<file path="src/rtl/mmbb_pkg.sv">
// ---------------------------------------------------------------------------
// mmbb_pkg: shared types and constants for the minimum makespan scheduler
// Fixed field widths and the search sequencer state encoding.
// ---------------------------------------------------------------------------
package mmbb_pkg;

  localparam int unsigned SPAN_W = 21;  // makespan and machine load width
  localparam int unsigned MIDX_W = 5;   // machine index width
  localparam int unsigned MCNT_W = 5;   // machine count register width

  localparam logic [SPAN_W-1:0] SPAN_ALL_ONES = '1;

  typedef enum logic [13:0] {
    ST_IDLE    = 14'h0001,
    ST_CLEAR   = 14'h0002,
    ST_INIT    = 14'h0004,
    ST_ENTER   = 14'h0008,
    ST_BACK    = 14'h0010,
    ST_BK_LD   = 14'h0020,
    ST_BK_WR   = 14'h0040,
    ST_SCAN_RD = 14'h0080,
    ST_SCAN_CK = 14'h0100,
    ST_CP_RD   = 14'h0200,
    ST_CP_WR   = 14'h0400,
    ST_OUT_RD  = 14'h0800,
    ST_OUT_LD  = 14'h1000,
    ST_OUT_WT  = 14'h2000
  } state_e;

  typedef struct packed {
    logic insert;  // store one job
    logic clear;   // empty the store
  } sort_ctl_t;

endpackage

</file>
<file path="src/rtl/mmbb_sorter.sv">
// ---------------------------------------------------------------------------
// mmbb_sorter: descending job store
// Register row that shifts on insertion; one read port by index.
// ---------------------------------------------------------------------------
module mmbb_sorter
  import mmbb_pkg::*;
#(
  parameter int unsigned MAX_TASKS  = 20,
  parameter int unsigned TIME_WIDTH = 16,
  localparam int unsigned NW = $clog2(MAX_TASKS + 1),
  localparam int unsigned IW = (MAX_TASKS > 1) ? $clog2(MAX_TASKS) : 1
) (
  input  logic                  clk_i,
  input  logic                  rst_ni,
  input  sort_ctl_t             ctl_i,
  input  logic [TIME_WIDTH-1:0] job_i,
  input  logic [IW-1:0]         rd_idx_i,
  output logic [TIME_WIDTH-1:0] rd_job_o,
  output logic [NW-1:0]         count_o
);

  logic [TIME_WIDTH-1:0] jobs_q [MAX_TASKS];
  logic [TIME_WIDTH-1:0] jobs_d [MAX_TASKS];
  logic [MAX_TASKS-1:0]  shift;
  logic [NW-1:0]         count_q;
  logic                  room;

  assign room = (count_q < NW'(MAX_TASKS));

  // an entry moves down when it is smaller than the new job; the free slot takes part too
  always_comb begin
    for (int i = 0; i < MAX_TASKS; i++) begin
      shift[i] = ((NW'(i) < count_q) && (jobs_q[i] < job_i)) || (NW'(i) == count_q);
    end
    for (int i = 0; i < MAX_TASKS; i++) begin
      jobs_d[i] = jobs_q[i];
      if (shift[i]) begin
        if (i > 0 && shift[(i > 0) ? i - 1 : 0]) begin
          jobs_d[i] = jobs_q[(i > 0) ? i - 1 : 0];
        end else begin
          jobs_d[i] = job_i;
        end
      end
    end
  end

  always_ff @(posedge clk_i) begin
    if (ctl_i.insert && room) begin
      for (int i = 0; i < MAX_TASKS; i++) begin
        jobs_q[i] <= jobs_d[i];
      end
    end
  end

  always_ff @(posedge clk_i or negedge rst_ni) begin
    if (!rst_ni) begin
      count_q <= '0;
    end else if (ctl_i.clear) begin
      count_q <= '0;
    end else if (ctl_i.insert && room) begin
      count_q <= count_q + NW'(1);
    end
  end

  assign rd_job_o = jobs_q[rd_idx_i];
  assign count_o  = count_q;

endmodule

</file>
<file path="src/rtl/min_makespan_branch_bound_top.sv">
// ---------------------------------------------------------------------------
// min_makespan_branch_bound_top: minimum makespan scheduler
// Sorted job store plus a depth-first branch-and-bound search sequencer.
// ---------------------------------------------------------------------------
// Usage:
//   Jobs arrive on the s_axis channel, one transfer per cycle while idle;
//   tlast marks the final job of a set. Jobs beyond MAX_TASKS are dropped.
//   The machine count is written through cfg_we_i / cfg_wdata_i; the user
//   must write it only while idle, the block does not enforce this. After
//   the final job the block clears its load and best-assignment memories,
//   then searches: each machine tried at a level is read and checked, each
//   backtrack reloads the level and undoes its load, and a better schedule
//   is copied entry by entry; search length depends on the data. Results
//   then leave on m_axis, one transfer per sorted job (longest first), each
//   held until the receiver takes it, tlast on the final one.
//   s_axis_tready is low from the final job until the last result is taken.
//   A stalled receiver simply holds the result register.
//   Reset empties the store, sets the machine count to 1 and goes idle.
// ---------------------------------------------------------------------------
module min_makespan_branch_bound_top
  import mmbb_pkg::*;
#(
  parameter int unsigned MAX_TASKS    = 20,
  parameter int unsigned MAX_MACHINES = 20,
  parameter int unsigned TIME_WIDTH   = 16,
  localparam int unsigned IDW = ((TIME_WIDTH + 7) / 8) * 8,
  localparam int unsigned ODW = ((TIME_WIDTH + MIDX_W + SPAN_W + 7) / 8) * 8
) (
  input  logic              clk_i,
  input  logic              rst_ni,
  input  logic              cfg_we_i,
  input  logic [MCNT_W-1:0] cfg_wdata_i,    // machine_count
  input  logic              s_axis_tvalid,
  output logic              s_axis_tready,
  input  logic [IDW-1:0]    s_axis_tdata,   // job_time
  input  logic              s_axis_tlast,   // last_job
  output logic              m_axis_tvalid,
  input  logic              m_axis_tready,
  output logic [ODW-1:0]    m_axis_tdata,   // job_duration, machine_index, makespan
  output logic              m_axis_tlast    // last_result
);

  localparam int unsigned NW    = $clog2(MAX_TASKS + 1);
  localparam int unsigned IW    = (MAX_TASKS > 1) ? $clog2(MAX_TASKS) : 1;
  localparam int unsigned KW    = $clog2(MAX_MACHINES + 1);
  localparam int unsigned MAW   = (MAX_MACHINES > 1) ? $clog2(MAX_MACHINES) : 1;
  localparam int unsigned CLR_N = (MAX_TASKS > MAX_MACHINES) ? MAX_TASKS : MAX_MACHINES;
  localparam int unsigned CW    = $clog2(CLR_N + 1);
  localparam int unsigned LVW   = MIDX_W + KW + SPAN_W;

  state_e state_q, state_d;

  logic [MCNT_W-1:0] mcnt_q;
  logic [KW-1:0]     k_q, k_d;
  logic [NW-1:0]     n_q, n_d;
  logic [NW-1:0]     d_q, d_d;
  logic [KW-1:0]     i_q, i_d;
  logic [CW-1:0]     cnt_q, cnt_d;
  logic [SPAN_W-1:0] max_q, max_d;
  logic [SPAN_W-1:0] best_q, best_d;
  logic [MIDX_W-1:0] tr_q, tr_d;

  // job store
  sort_ctl_t             sctl;
  logic [IW-1:0]         srd_idx;
  logic [TIME_WIDTH-1:0] job;
  logic [NW-1:0]         count;

  // machine loads
  logic [SPAN_W-1:0] load_mem [MAX_MACHINES];
  logic              ld_we, ld_re;
  logic [MAW-1:0]    ld_waddr, ld_raddr;
  logic [SPAN_W-1:0] ld_wdata, ld_rdata_q;

  // per level: trial machine, next machine to try, running max of that level
  logic [LVW-1:0]    lvl_mem [MAX_TASKS];
  logic              lv_we, lv_re;
  logic [IW-1:0]     lv_waddr, lv_raddr;
  logic [LVW-1:0]    lv_wdata, lv_rdata_q;
  logic [MIDX_W-1:0] lv_trial;
  logic [KW-1:0]     lv_next;
  logic [SPAN_W-1:0] lv_max;

  // best assignment
  logic [MIDX_W-1:0] best_mem [MAX_TASKS];
  logic              bm_we, bm_re;
  logic [IW-1:0]     bm_waddr, bm_raddr;
  logic [MIDX_W-1:0] bm_wdata, bm_rdata_q;

  logic [ODW-1:0] m_data_q, m_data_d;
  logic           m_valid_q, m_valid_d, m_last_q, m_last_d;

  logic            in_xfer;
  logic [SPAN_W:0] sum;

  assign in_xfer       = s_axis_tvalid && s_axis_tready;
  assign s_axis_tready = (state_q == ST_IDLE);

  assign lv_trial = lv_rdata_q[LVW-1 -: MIDX_W];
  assign lv_next  = lv_rdata_q[SPAN_W +: KW];
  assign lv_max   = lv_rdata_q[SPAN_W-1:0];
  assign sum      = {1'b0, ld_rdata_q} + (SPAN_W + 1)'(job);

  mmbb_sorter #(
    .MAX_TASKS (MAX_TASKS),
    .TIME_WIDTH(TIME_WIDTH)
  ) u_sorter (
    .clk_i   (clk_i),
    .rst_ni  (rst_ni),
    .ctl_i   (sctl),
    .job_i   (s_axis_tdata[TIME_WIDTH-1:0]),
    .rd_idx_i(srd_idx),
    .rd_job_o(job),
    .count_o (count)
  );

  always_comb begin
    srd_idx = d_q[IW-1:0];
    if (state_q == ST_OUT_RD || state_q == ST_OUT_LD || state_q == ST_OUT_WT) begin
      srd_idx = cnt_q[IW-1:0];
    end
  end

  always_comb begin
    state_d   = state_q;
    k_d       = k_q;
    n_d       = n_q;
    d_d       = d_q;
    i_d       = i_q;
    cnt_d     = cnt_q;
    max_d     = max_q;
    best_d    = best_q;
    tr_d      = tr_q;
    m_data_d  = m_data_q;
    m_valid_d = m_valid_q;
    m_last_d  = m_last_q;
    sctl      = '{insert: in_xfer, clear: 1'b0};
    ld_we     = 1'b0;
    ld_re     = 1'b0;
    ld_waddr  = '0;
    ld_raddr  = '0;
    ld_wdata  = '0;
    lv_we     = 1'b0;
    lv_re     = 1'b0;
    lv_waddr  = '0;
    lv_raddr  = '0;
    lv_wdata  = '0;
    bm_we     = 1'b0;
    bm_re     = 1'b0;
    bm_waddr  = '0;
    bm_raddr  = '0;
    bm_wdata  = '0;

    unique case (state_q)
      ST_IDLE: begin
        if (in_xfer && s_axis_tlast) begin
          n_d    = (count < NW'(MAX_TASKS)) ? count + NW'(1) : count;
          best_d = SPAN_ALL_ONES;
          cnt_d  = '0;
          d_d    = '0;
          if (mcnt_q == '0) begin
            k_d = KW'(1);
          end else if (32'(mcnt_q) > MAX_MACHINES) begin
            k_d = KW'(MAX_MACHINES);
          end else begin
            k_d = KW'(mcnt_q);
          end
          state_d = ST_CLEAR;
        end
      end
      ST_CLEAR: begin
        if (32'(cnt_q) < MAX_MACHINES) begin
          ld_we    = 1'b1;
          ld_waddr = cnt_q[MAW-1:0];
        end
        if (32'(cnt_q) < MAX_TASKS) begin
          bm_we    = 1'b1;
          bm_waddr = cnt_q[IW-1:0];
        end
        cnt_d = cnt_q + CW'(1);
        if (32'(cnt_q) == CLR_N - 1) begin
          state_d = ST_INIT;
        end
      end
      ST_INIT: begin
        // first job fixed on machine 0
        ld_we    = 1'b1;
        ld_wdata = SPAN_W'(job);
        lv_we    = 1'b1;
        max_d    = SPAN_W'(job);
        d_d      = NW'(1);
        state_d  = ST_ENTER;
      end
      ST_ENTER: begin
        if (d_q >= n_q) begin
          if (max_q < best_q) begin
            best_d  = max_q;
            cnt_d   = '0;
            state_d = ST_CP_RD;
          end else begin
            state_d = ST_BACK;
          end
        end else if (max_q >= best_q) begin
          state_d = ST_BACK;
        end else begin
          i_d     = '0;
          state_d = ST_SCAN_RD;
        end
      end
      ST_BACK: begin
        if (d_q <= NW'(1)) begin
          cnt_d   = '0;
          state_d = ST_OUT_RD;
        end else begin
          d_d      = d_q - NW'(1);
          lv_re    = 1'b1;
          lv_raddr = d_d[IW-1:0];
          state_d  = ST_BK_LD;
        end
      end
      ST_BK_LD: begin
        max_d    = lv_max;
        i_d      = lv_next;
        tr_d     = lv_trial;
        ld_re    = 1'b1;
        ld_raddr = lv_trial[MAW-1:0];
        state_d  = ST_BK_WR;
      end
      ST_BK_WR: begin
        // undo this level's placement
        ld_we    = 1'b1;
        ld_waddr = tr_q[MAW-1:0];
        ld_wdata = ld_rdata_q - SPAN_W'(job);
        state_d  = ST_SCAN_RD;
      end
      ST_SCAN_RD: begin
        if (i_q >= k_q) begin
          state_d = ST_BACK;
        end else begin
          ld_re    = 1'b1;
          ld_raddr = i_q[MAW-1:0];
          state_d  = ST_SCAN_CK;
        end
      end
      ST_SCAN_CK: begin
        if (sum <= {1'b0, best_q}) begin
          ld_we    = 1'b1;
          ld_waddr = i_q[MAW-1:0];
          ld_wdata = sum[SPAN_W-1:0];
          lv_we    = 1'b1;
          lv_waddr = d_q[IW-1:0];
          lv_wdata = {MIDX_W'(i_q), i_q + KW'(1), max_q};
          max_d    = (sum[SPAN_W-1:0] > max_q) ? sum[SPAN_W-1:0] : max_q;
          d_d      = d_q + NW'(1);
          state_d  = ST_ENTER;
        end else begin
          i_d     = i_q + KW'(1);
          state_d = ST_SCAN_RD;
        end
      end
      ST_CP_RD: begin
        lv_re    = 1'b1;
        lv_raddr = cnt_q[IW-1:0];
        state_d  = ST_CP_WR;
      end
      ST_CP_WR: begin
        bm_we    = 1'b1;
        bm_waddr = cnt_q[IW-1:0];
        bm_wdata = lv_trial;
        cnt_d    = cnt_q + CW'(1);
        state_d  = (cnt_d == CW'(n_q)) ? ST_BACK : ST_CP_RD;
      end
      ST_OUT_RD: begin
        bm_re    = 1'b1;
        bm_raddr = cnt_q[IW-1:0];
        state_d  = ST_OUT_LD;
      end
      ST_OUT_LD: begin
        m_data_d  = ODW'({best_q, bm_rdata_q, job});
        m_last_d  = (cnt_q + CW'(1) == CW'(n_q));
        m_valid_d = 1'b1;
        state_d   = ST_OUT_WT;
      end
      ST_OUT_WT: begin
        if (m_axis_tready) begin
          m_valid_d = 1'b0;
          if (m_last_q) begin
            sctl.clear = 1'b1;
            state_d    = ST_IDLE;
          end else begin
            cnt_d   = cnt_q + CW'(1);
            state_d = ST_OUT_RD;
          end
        end
      end
      default: begin
        state_d = ST_IDLE;
      end
    endcase
  end

  always_ff @(posedge clk_i or negedge rst_ni) begin
    if (!rst_ni) begin
      state_q   <= ST_IDLE;
      mcnt_q    <= MCNT_W'(1);
      m_valid_q <= 1'b0;
    end else begin
      state_q   <= state_d;
      m_valid_q <= m_valid_d;
      if (cfg_we_i) begin
        mcnt_q <= cfg_wdata_i;
      end
    end
  end

  always_ff @(posedge clk_i) begin
    k_q      <= k_d;
    n_q      <= n_d;
    d_q      <= d_d;
    i_q      <= i_d;
    cnt_q    <= cnt_d;
    max_q    <= max_d;
    best_q   <= best_d;
    tr_q     <= tr_d;
    m_data_q <= m_data_d;
    m_last_q <= m_last_d;
  end

  always_ff @(posedge clk_i) begin
    if (ld_we) begin
      load_mem[ld_waddr] <= ld_wdata;
    end
    if (ld_re) begin
      ld_rdata_q <= load_mem[ld_raddr];
    end
  end

  always_ff @(posedge clk_i) begin
    if (lv_we) begin
      lvl_mem[lv_waddr] <= lv_wdata;
    end
    if (lv_re) begin
      lv_rdata_q <= lvl_mem[lv_raddr];
    end
  end

  always_ff @(posedge clk_i) begin
    if (bm_we) begin
      best_mem[bm_waddr] <= bm_wdata;
    end
    if (bm_re) begin
      bm_rdata_q <= best_mem[bm_raddr];
    end
  end

  assign m_axis_tvalid = m_valid_q;
  assign m_axis_tdata  = m_data_q;
  assign m_axis_tlast  = m_last_q;

  a_valid_only_when_waiting: assert property (
    @(posedge clk_i) disable iff (!rst_ni) m_axis_tvalid |-> (state_q == ST_OUT_WT)
  ) else $error("result valid outside output wait");

  a_depth_in_range: assert property (
    @(posedge clk_i) disable iff (!rst_ni)
      (state_q == ST_ENTER) |-> (d_q >= NW'(1) && d_q <= n_q)
  ) else $error("search depth out of range");

  a_best_never_grows: assert property (
    @(posedge clk_i) disable iff (!rst_ni)
      (state_q == ST_BACK && $past(state_q) == ST_ENTER) |-> (best_q <= $past(best_q))
  ) else $error("best makespan increased");

  a_scan_within_k: assert property (
    @(posedge clk_i) disable iff (!rst_ni) (state_q == ST_SCAN_CK) |-> (i_q < k_q)
  ) else $error("machine scan past machine count");

endmodule
</file>
<file path="config.mk">
export PLATFORM = sky130hd
export DESIGN_NAME = min_makespan_branch_bound_top
export DESIGN_NICKNAME = d
export VERILOG_FILES = /design/src/rtl/mmbb_pkg.sv /design/src/rtl/mmbb_sorter.sv /design/src/rtl/min_makespan_branch_bound_top.sv
export SDC_FILE = /design/constraint.sdc
export NUM_CORES = 2
export LEC_CHECK = 0
export BUFFER_PORTS_ARGS = -buffer_cell sky130_fd_sc_hd__buf_2
export CAP_MARGIN = 20
export CORE_MARGIN = 2
export CORE_UTILIZATION = 30
export DETAILED_ROUTE_END_ITERATION = 6
export PLACE_DENSITY_LB_ADDON = 0.08
export SETUP_SLACK_MARGIN = 0.05
export SYNTH_ARGS = -nofsm -noshare
export SYNTH_HDL_FRONTEND = slang
export SYNTH_SLANG_ARGS = --single-unit
</file>
<file path="constraint.sdc">
create_clock -name clk_i -period 11.6 [get_ports clk_i]
set_input_delay 0.58 -clock clk_i [delete_from_list [all_inputs] [get_ports clk_i]]
set_output_delay 0.58 -clock clk_i [all_outputs]
set_load 0.01 [all_outputs]
</file>
# After elaboration in Yosys (flattened, before gate mapping)
# Memories as Yosys holds them, arrays and structs flattened. A register that Yosys moved wholly into a read port is not among the register bits.
# Cells that the tools add are included.
[op_classes] n_mux=116 add_sub_neg=7 order_cmp=50 n_reduce_logical=65 n_eq_ne=48
[op_table] op="16-bit 2-to-1 mux" n=39
[op_table] op="16-bit < comparator" n=20
[op_table] op="14-bit one-hot mux with 14 select lines" n=1
[op_table] op="21-bit 2-to-1 mux" n=6
[op_table] op="21-bit one-hot mux with 3 select lines" n=2
[op_table] op="5-bit 2-to-1 mux" n=24
[op_table] op="31-bit 2-to-1 mux" n=2
[op_table] op="14-bit 2-to-1 mux" n=4
[op_table] op="21-bit one-hot mux with 2 select lines" n=1
[op_table] op="4-bit by 5-bit equality test with 1-bit output (first input constant)" n=8
[op_table] op="4-bit by 5-bit < comparator with 1-bit output (first input constant)" n=8
[op_table] op="5-bit one-hot mux with 2 select lines" n=3
[op_table] op="5-bit one-hot mux with 3 select lines" n=2
[op_table] op="5-bit one-hot mux with 5 select lines" n=1
[op_table] op="12-bit 2-to-1 mux" n=2
[op_table] op="2-bit inequality test (second input constant)" n=12
[op_table] op="1-bit logical AND" n=23
[op_table] op="21-bit by 16-bit adder with 22-bit output" n=1
[op_table] op="22-bit by 21-bit less-or-equal comparator with 1-bit output" n=1
[op_table] op="1-bit logical OR" n=22
[op_table] op="21-bit >= comparator" n=1
[op_table] op="21-bit > comparator" n=1
[op_table] op="21-bit < comparator" n=1
[op_table] op="21-bit by 16-bit subtractor with 21-bit output" n=1
[op_table] op="other kinds (48)" n=100
[word_totals] out_inout_bits=51 word_cells=305 register_bits=140 ram_bits=1460 n_memories=4 in_bits=27
[memory_table] name="lvl_mem" depth=20 width=31 read_ports=1 rd_clocked_by_memory_dff=1 write_ports=1 line="min_makespan_branch_bound_top.sv:76" text="logic [LVW-1:0] lvl_mem [MAX_TASKS];"
[memory_table] name="load_mem" depth=20 width=21 read_ports=1 rd_clocked_by_memory_dff=1 write_ports=1 line="min_makespan_branch_bound_top.sv:70" text="logic [SPAN_W-1:0] load_mem [MAX_MACHINES];"
[memory_table] name="u_sorter.jobs_q" depth=20 width=16 read_ports=21 rd_clocked_by_memory_dff=0 write_ports=20 line="mmbb_sorter.sv:22" text="logic [TIME_WIDTH-1:0] jobs_q [MAX_TASKS];"
[memory_table] name="best_mem" depth=20 width=5 read_ports=1 rd_clocked_by_memory_dff=1 write_ports=1 line="min_makespan_branch_bound_top.sv:85" text="logic [MIDX_W-1:0] best_mem [MAX_TASKS];"

# Depth between registers and ports, before layout
# An unclocked memory read counts as a cell.
[logic_depth] word_depth=11 mapped_depth=35 mapped_depth_nobuf=29

# Hierarchy
# A second synthesis with hierarchy kept.
[unflattened] cells_unflattened=5847 area_unflattened_um2=79832.8
[by_module_without_submodules] mod="min_makespan_branch_bound_top" n_inst=1 seq_area_each_um2=39900.8 area_each_um2=56267.7 cells_per_inst=4028
[by_module_without_submodules] mod="mmbb_sorter" n_inst=1 seq_area_each_um2=9734.3 area_each_um2=23565.1 cells_per_inst=1819

# Worst setup path after synthesis
# Ideal clock, no wire load.
[synth_timing] path_kind="register to register" start="register state_q[1]" end="memory lvl_mem[0][0] (netlist bit), enable pin" slack_ns=2.286 setup_time_ns=0.462 path_stages_with_launch=30 period_less_slack_ns=9.314 required_time_ns=11.138 t_arrival_ns=8.851 n_path_buf=4 path_cell_list="dfrtp_1 -> or4_1 -> buf_2 -> nor3_4 -> buf_2 -> nand3_2 -> a211oi_2 -> a32oi_1 -> a31o_1 -> mux2_2 -> ha_1 -> fa_1 -> a211oi_1 -> o21ai_0 -> nand2_1 -> o221a_2 -> a21oi_1 -> a221oi_1 -> nor2_1 -> xor2_1 -> ha_1 -> a21o_1 -> a21oi_1 -> o211a_1 -> a31o_2 -> o2111a_1 -> buf_2 -> buf_1 -> nand2_1 -> o21ai_0"
[synth_between] elab_chain_cells=11 word_cells_on_any_way=17 cone_classes="add/sub (1); order compare (1); eq/ne (5); mux (7); reduce/logical (2); memory (1)"
[synth_lines] element="start, declared" line="min_makespan_branch_bound_top.sv:51" text="state_e state_q, state_d;"
[synth_lines] element="start signal, assigned" line="min_makespan_branch_bound_top.sv:308" text="state_q <= state_d;"
[synth_lines] element="14-bit by 12-bit equality test with 1-bit output or 14-bit by 13-bit equality test with 1-bit output (tied branches)" line="min_makespan_branch_bound_top.sv:119" text="if (state_q == ST_OUT_RD || state_q == ST_OUT_LD || state_q == ST_OUT_WT) begin"
[synth_lines] element="1-bit logical OR" line="min_makespan_branch_bound_top.sv:119"
[synth_lines] element="1-bit logical OR *" line="min_makespan_branch_bound_top.sv:119"
[synth_lines] element="5-bit 2-to-1 mux *" line="min_makespan_branch_bound_top.sv:119"
[synth_lines] element="memory read 20 x 16 bit *"
[synth_lines] element="via job[0]" line="min_makespan_branch_bound_top.sv:66" text="logic [TIME_WIDTH-1:0] job;"
[synth_lines] element="21-bit by 16-bit adder with 22-bit output *" line="min_makespan_branch_bound_top.sv:102" text="assign sum = {1'b0, ld_rdata_q} + (SPAN_W + 1)'(job);"
[synth_lines] element="22-bit by 21-bit less-or-equal comparator with 1-bit output *" line="min_makespan_branch_bound_top.sv:246" text="if (sum <= {1'b0, best_q}) begin"
[synth_lines] element="1-bit 2-to-1 mux" line="min_makespan_branch_bound_top.sv:246"
[synth_lines] element="1-bit one-hot mux with 2 select lines" line="min_makespan_branch_bound_top.sv:154" text="unique case (state_q)"
[synth_lines] element="1-bit 2-to-1 mux" line="min_makespan_branch_bound_top.sv:339" text="if (lv_we) begin"
[synth_lines] element="1-bit 2-to-1 mux (not written as such)" line="min_makespan_branch_bound_top.sv:340" text="lvl_mem[lv_waddr] <= lv_wdata;"
[synth_lines] element="end, declared" line="min_makespan_branch_bound_top.sv:76"
# Mark *: on every way through the listed nets, which the timed path passes. The rest lies on a longest branch.

# Worst setup path in the final report
[layout_timing] start="register state_q[1]" end="memory lvl_mem[7][28] (netlist bit), enable pin"
# The elaborated chain is that of the path after synthesis.

==> results_dict.tcl <==
set metrics [dict create \
    outcome "finished clean" \
    start_util_pct 30.1 \
    drt-pass1-iter-count 6 \
    worstHoldPathType "in -> reg" \
    drcViolationCount 0 \
    core_area_um2 264000 \
    synth_area_leaders "edfxtp_1 62%, ha_1 6.3%, mux2_2 4.8%" \
    min_period_over_period_pct 92.8 \
    drtAntennaViolNets 0 \
    num_vias 52800 \
    fin_crit_ns 10.76 \
    via_per_inst 5.34 \
    power.share.switching_pct 31.0 \
    ir_worst_vdd_v 0.000125 \
    synthToLayoutAreaGrowth_pct 15.1 \
    fmax_mhz 92.9 \
    drv_slew 0 \
    synth_compound_area_share_pct 9.22 \
    end_kind "flip-flop" \
    pwr-share-clk_pct 35.2 \
    synth_edf_count 1632 \
    worst_skew_pair.late_latency_ns 0.90 \
    ioPinCount 78 \
    required_ns 12.12 \
    drive_above_1_share_pct 17.7 \
    cellLeakagePower_nw 33.6 \
    crit_arrival_ns 11.28 \
    cpPeakStageDelay_ns 0.79 \
    synth_ff_type "edfxtp_1" \
    fin_nets 6637 \
    rows 189 \
    worstHoldEndpoint "mcnt_q[2]$_DFFE_PN0P_" \
    cts_tree "yes" \
    cts-root-buf "clkbuf_16" \
    p_seq_share_pct 43.1 \
    synthAdderAreaFrac_pct 6.31 \
    grt_max_degree 110 \
    yosysWarningCount 0 \
    yosysUniqueCellTypes 98 \
    cts_sinks 1657 \
    overflow 0 \
    p_int_mw 11.7 \
    synth_cells 6031 \
    syn-mean-instance-area_um2 13.2 \
    hp-start "cfg_wdata_i[2]" \
    grt_pass1_vias 52400 \
    setup_violations 0 \
    fin_tns_setup_ns 0 \
    fin_cells 9900 \
    final_common_cell "edfxtp_1" \
    grt_use_total_pct 21.4 \
    die_x_um 519 \
    synth_simple_gate_area_share_pct 10.7 \
    worst-r2r-cell-count 27 \
    rsz0062_at_grt "false" \
    switchingPower_mw 5.27 \
    ff_latch_area_um2 49600 \
    synth_top_area_share_pct 61.6 \
    path_delay_family "simple AND/OR/NAND/NOR gates" \
    layout_common_cells "1632 x edfxtp_1, 866 x nand2_1, 415 x nand3_1, 398 x ha_1, 338 x mux2_2" \
    hold_path_depth 2 \
    synth_top_family_by_area "simple AND/OR/NAND/NOR gates" \
    drt-total-wl_mm 296 \
    skew_ns 0.0968 \
    seq_area_frac_synth_pct 62.4 \
    tightest_slew_ns 1.14 \
    power.density_nw_per_um2 186 \
    clkTransAtPathRegs_ns 0.06 \
    crit_buf_inv 3 \
    relSlewSlack_pct 23.6 \
    cts_max_level 4 \
    ff2ff_setup_slack_ns 0.84 \
    cts_buffer_depth 4 \
    cp-start-kind "flip-flop" \
    hold_violations 0 \
    ys_ff_latch 1657 \
    yosys.area_share.xor_xnor_pct 0.562 \
    post-cts-setup-buffers 0 \
    reg2reg_to "lvl_mem[7][28]$_DFFE_PP_" \
    grt_pass1_wl_mm 417 \
    cap_violations 0 \
    cp_max_fo 19 \
    die_h_um 519 \
    fillCellCount 26000 \
    multi_input_area_um2 28600 \
    cts_buffers 203 \
    wl_per_cell_um 29.9 \
    dp_hpwl_mm 205 \
    yosysTopAreaCell "edfxtp_1" \
    cts.repair.resized 0 \
    numPortBuffers 71 \
    p_comb_share_pct 21.7 \
    ys_async_sr_fraction_pct 1.51 \
    syn_area_um2 79500 \
    synth_mux_area_share_pct 8.41 \
    die-area_um2 269000 \
    cp_slowest_cell "a221oi_1" \
    drt_iter0_drc 4648 \
    antenna_found_initial 14 \
    crit_type "reg -> reg" \
    placedCellCount 9532 \
    ctsHoldBuffers 6 \
    r2r_start "state_q[1]$_DFFE_PN0P_" \
    routabilityCongestion 0.870 \
]
[worst register-to-register path, delay by kind of cell (launching register included)]
family                   cells  cell delay, ns
buffers and inverters        3            0.81
XOR/XNOR                     1            0.29
AND/OR/NAND/NOR             10            4.41
AO/OA/AOI/OAI               11            3.63
adder cells (fa/ha/maj)      2            0.86
flip-flops                   1            0.42
[cell type report]
type                       instances  area share, %
sequential                      1657           54.2
clock buffer                     265           5.87
multi-input combinational       3917           31.3
clock inverter                    88          0.738
tap                             3533           4.83
inverter                         117          0.480
antenna                            9         0.0246
timing repair buffer             314           2.56
[registers in the layout, summed over array words and instances (netlist names)]
register	flops
load_mem	420
cnt_q	5
tr_q	5
m_axis_tdata	42
d_q	5
lvl_mem	620
n_q	5
lv_rdata_q	31
u_sorter.jobs_q	320
u_sorter.count_o	5
state_q	14
k_q	5
mcnt_q	5
best_q	21
m_axis_tvalid	1
i_q	5
max_q	21
ld_rdata_q	21
m_axis_tlast	1
best_mem	100
bm_rdata_q	5
[power by group through the flow]
stage	clock network, mW	logic [mW]	registers [mW]
CTS	6.13	3.70	7.33
global placement	0	3.64	7.47
global route	6.35	3.99	7.35
finish	5.98	3.69	7.34
detailed placement	0	3.68	7.45
floorplan	0	2.31	7.24
[synthesized netlist by cell type (22+ instances only)]
cell          n
dfrtp_1      23
buf_1        22
and3_1       50
mux2_2      338
a21oi_1     237
nand4_1      57
a32oi_1      51
and2_1       29
edfxtp_1   1632
a221o_1      36
nor2b_1      39
a31oi_1      45
o211ai_1     33
clkbuf_1    257
o21a_1       34
o21ai_0     149
nand2_1     869
a22oi_1      36
o22ai_1      26
xnor2_1      40
mux2i_1     103
mux4_2       82
a211oi_1     33
a21o_1       90
nor3_1       39
a311oi_1     39
nand2b_1     46
nor2_1      248
a2111oi_0    24
ha_1        398
a221oi_1     61
buf_2        50
inv_1       113
o21ai_1      23
nand3_1     416
[layer usage]
metal	global-route usage (%)	up-vias	wire, um
li1	-	23600	-
met1	29.0	27500	131000
met2	36.3	1359	144000
met3	2.33	377	11400
met4	6.09	6	8650
met5	0	-	46
[per-stage QoR]
stage / power, mW / instance area [um^2] / utilization [%] / hold WS, ns / setup slack, ns
after floorplan: 9.55 / 79500 / - / 0.284 / 2.29
after global placement: 11.1 / 85300 / 32.3 / 0.405 / 0.862
after detailed placement: 11.1 / 85400 / 32.3 / 0.405 / 0.976
after CTS: 17.2 / 91500 / 34.6 / 0.000450 / 0.888
after global routing: 17.7 / 91500 / 34.6 / 0.0446 / 0.223
final: 17.0 / 91600 / 34.6 / 0.0881 / 0.841
[logic make-up (layout without fill, tap and decap cells)]
group	Yosys count	after routing
flops	1657	1657
xor+xnor	51	51
mux	523	523
fa+ha+maj	400	400
buf+inv	462	784
compound gates	1053	1053
other cells	1	15
simple gates	1884	1884
[worst max-delay path by stage]
stage / startpoint / to / depth (start not counted)
after floorplan: state_q[1]$_DFFE_PN0P_ / lvl_mem[0][0]$_DFFE_PP_ / 29
after global placement: state_q[1]$_DFFE_PN0P_ / load_mem[4][4]$_DFFE_PP_ / 28
after detailed placement: state_q[1]$_DFFE_PN0P_ / lvl_mem[11][3]$_DFFE_PP_ / 27
after CTS: state_q[1]$_DFFE_PN0P_ / lvl_mem[7][22]$_DFFE_PP_ / 27
after global routing: state_q[1]$_DFFE_PN0P_ / lvl_mem[7][25]$_DFFE_PP_ / 27
final: state_q[1]$_DFFE_PN0P_ / lvl_mem[7][28]$_DFFE_PP_ / 27
No activity file was read; power rests on OpenSTA's default activity.
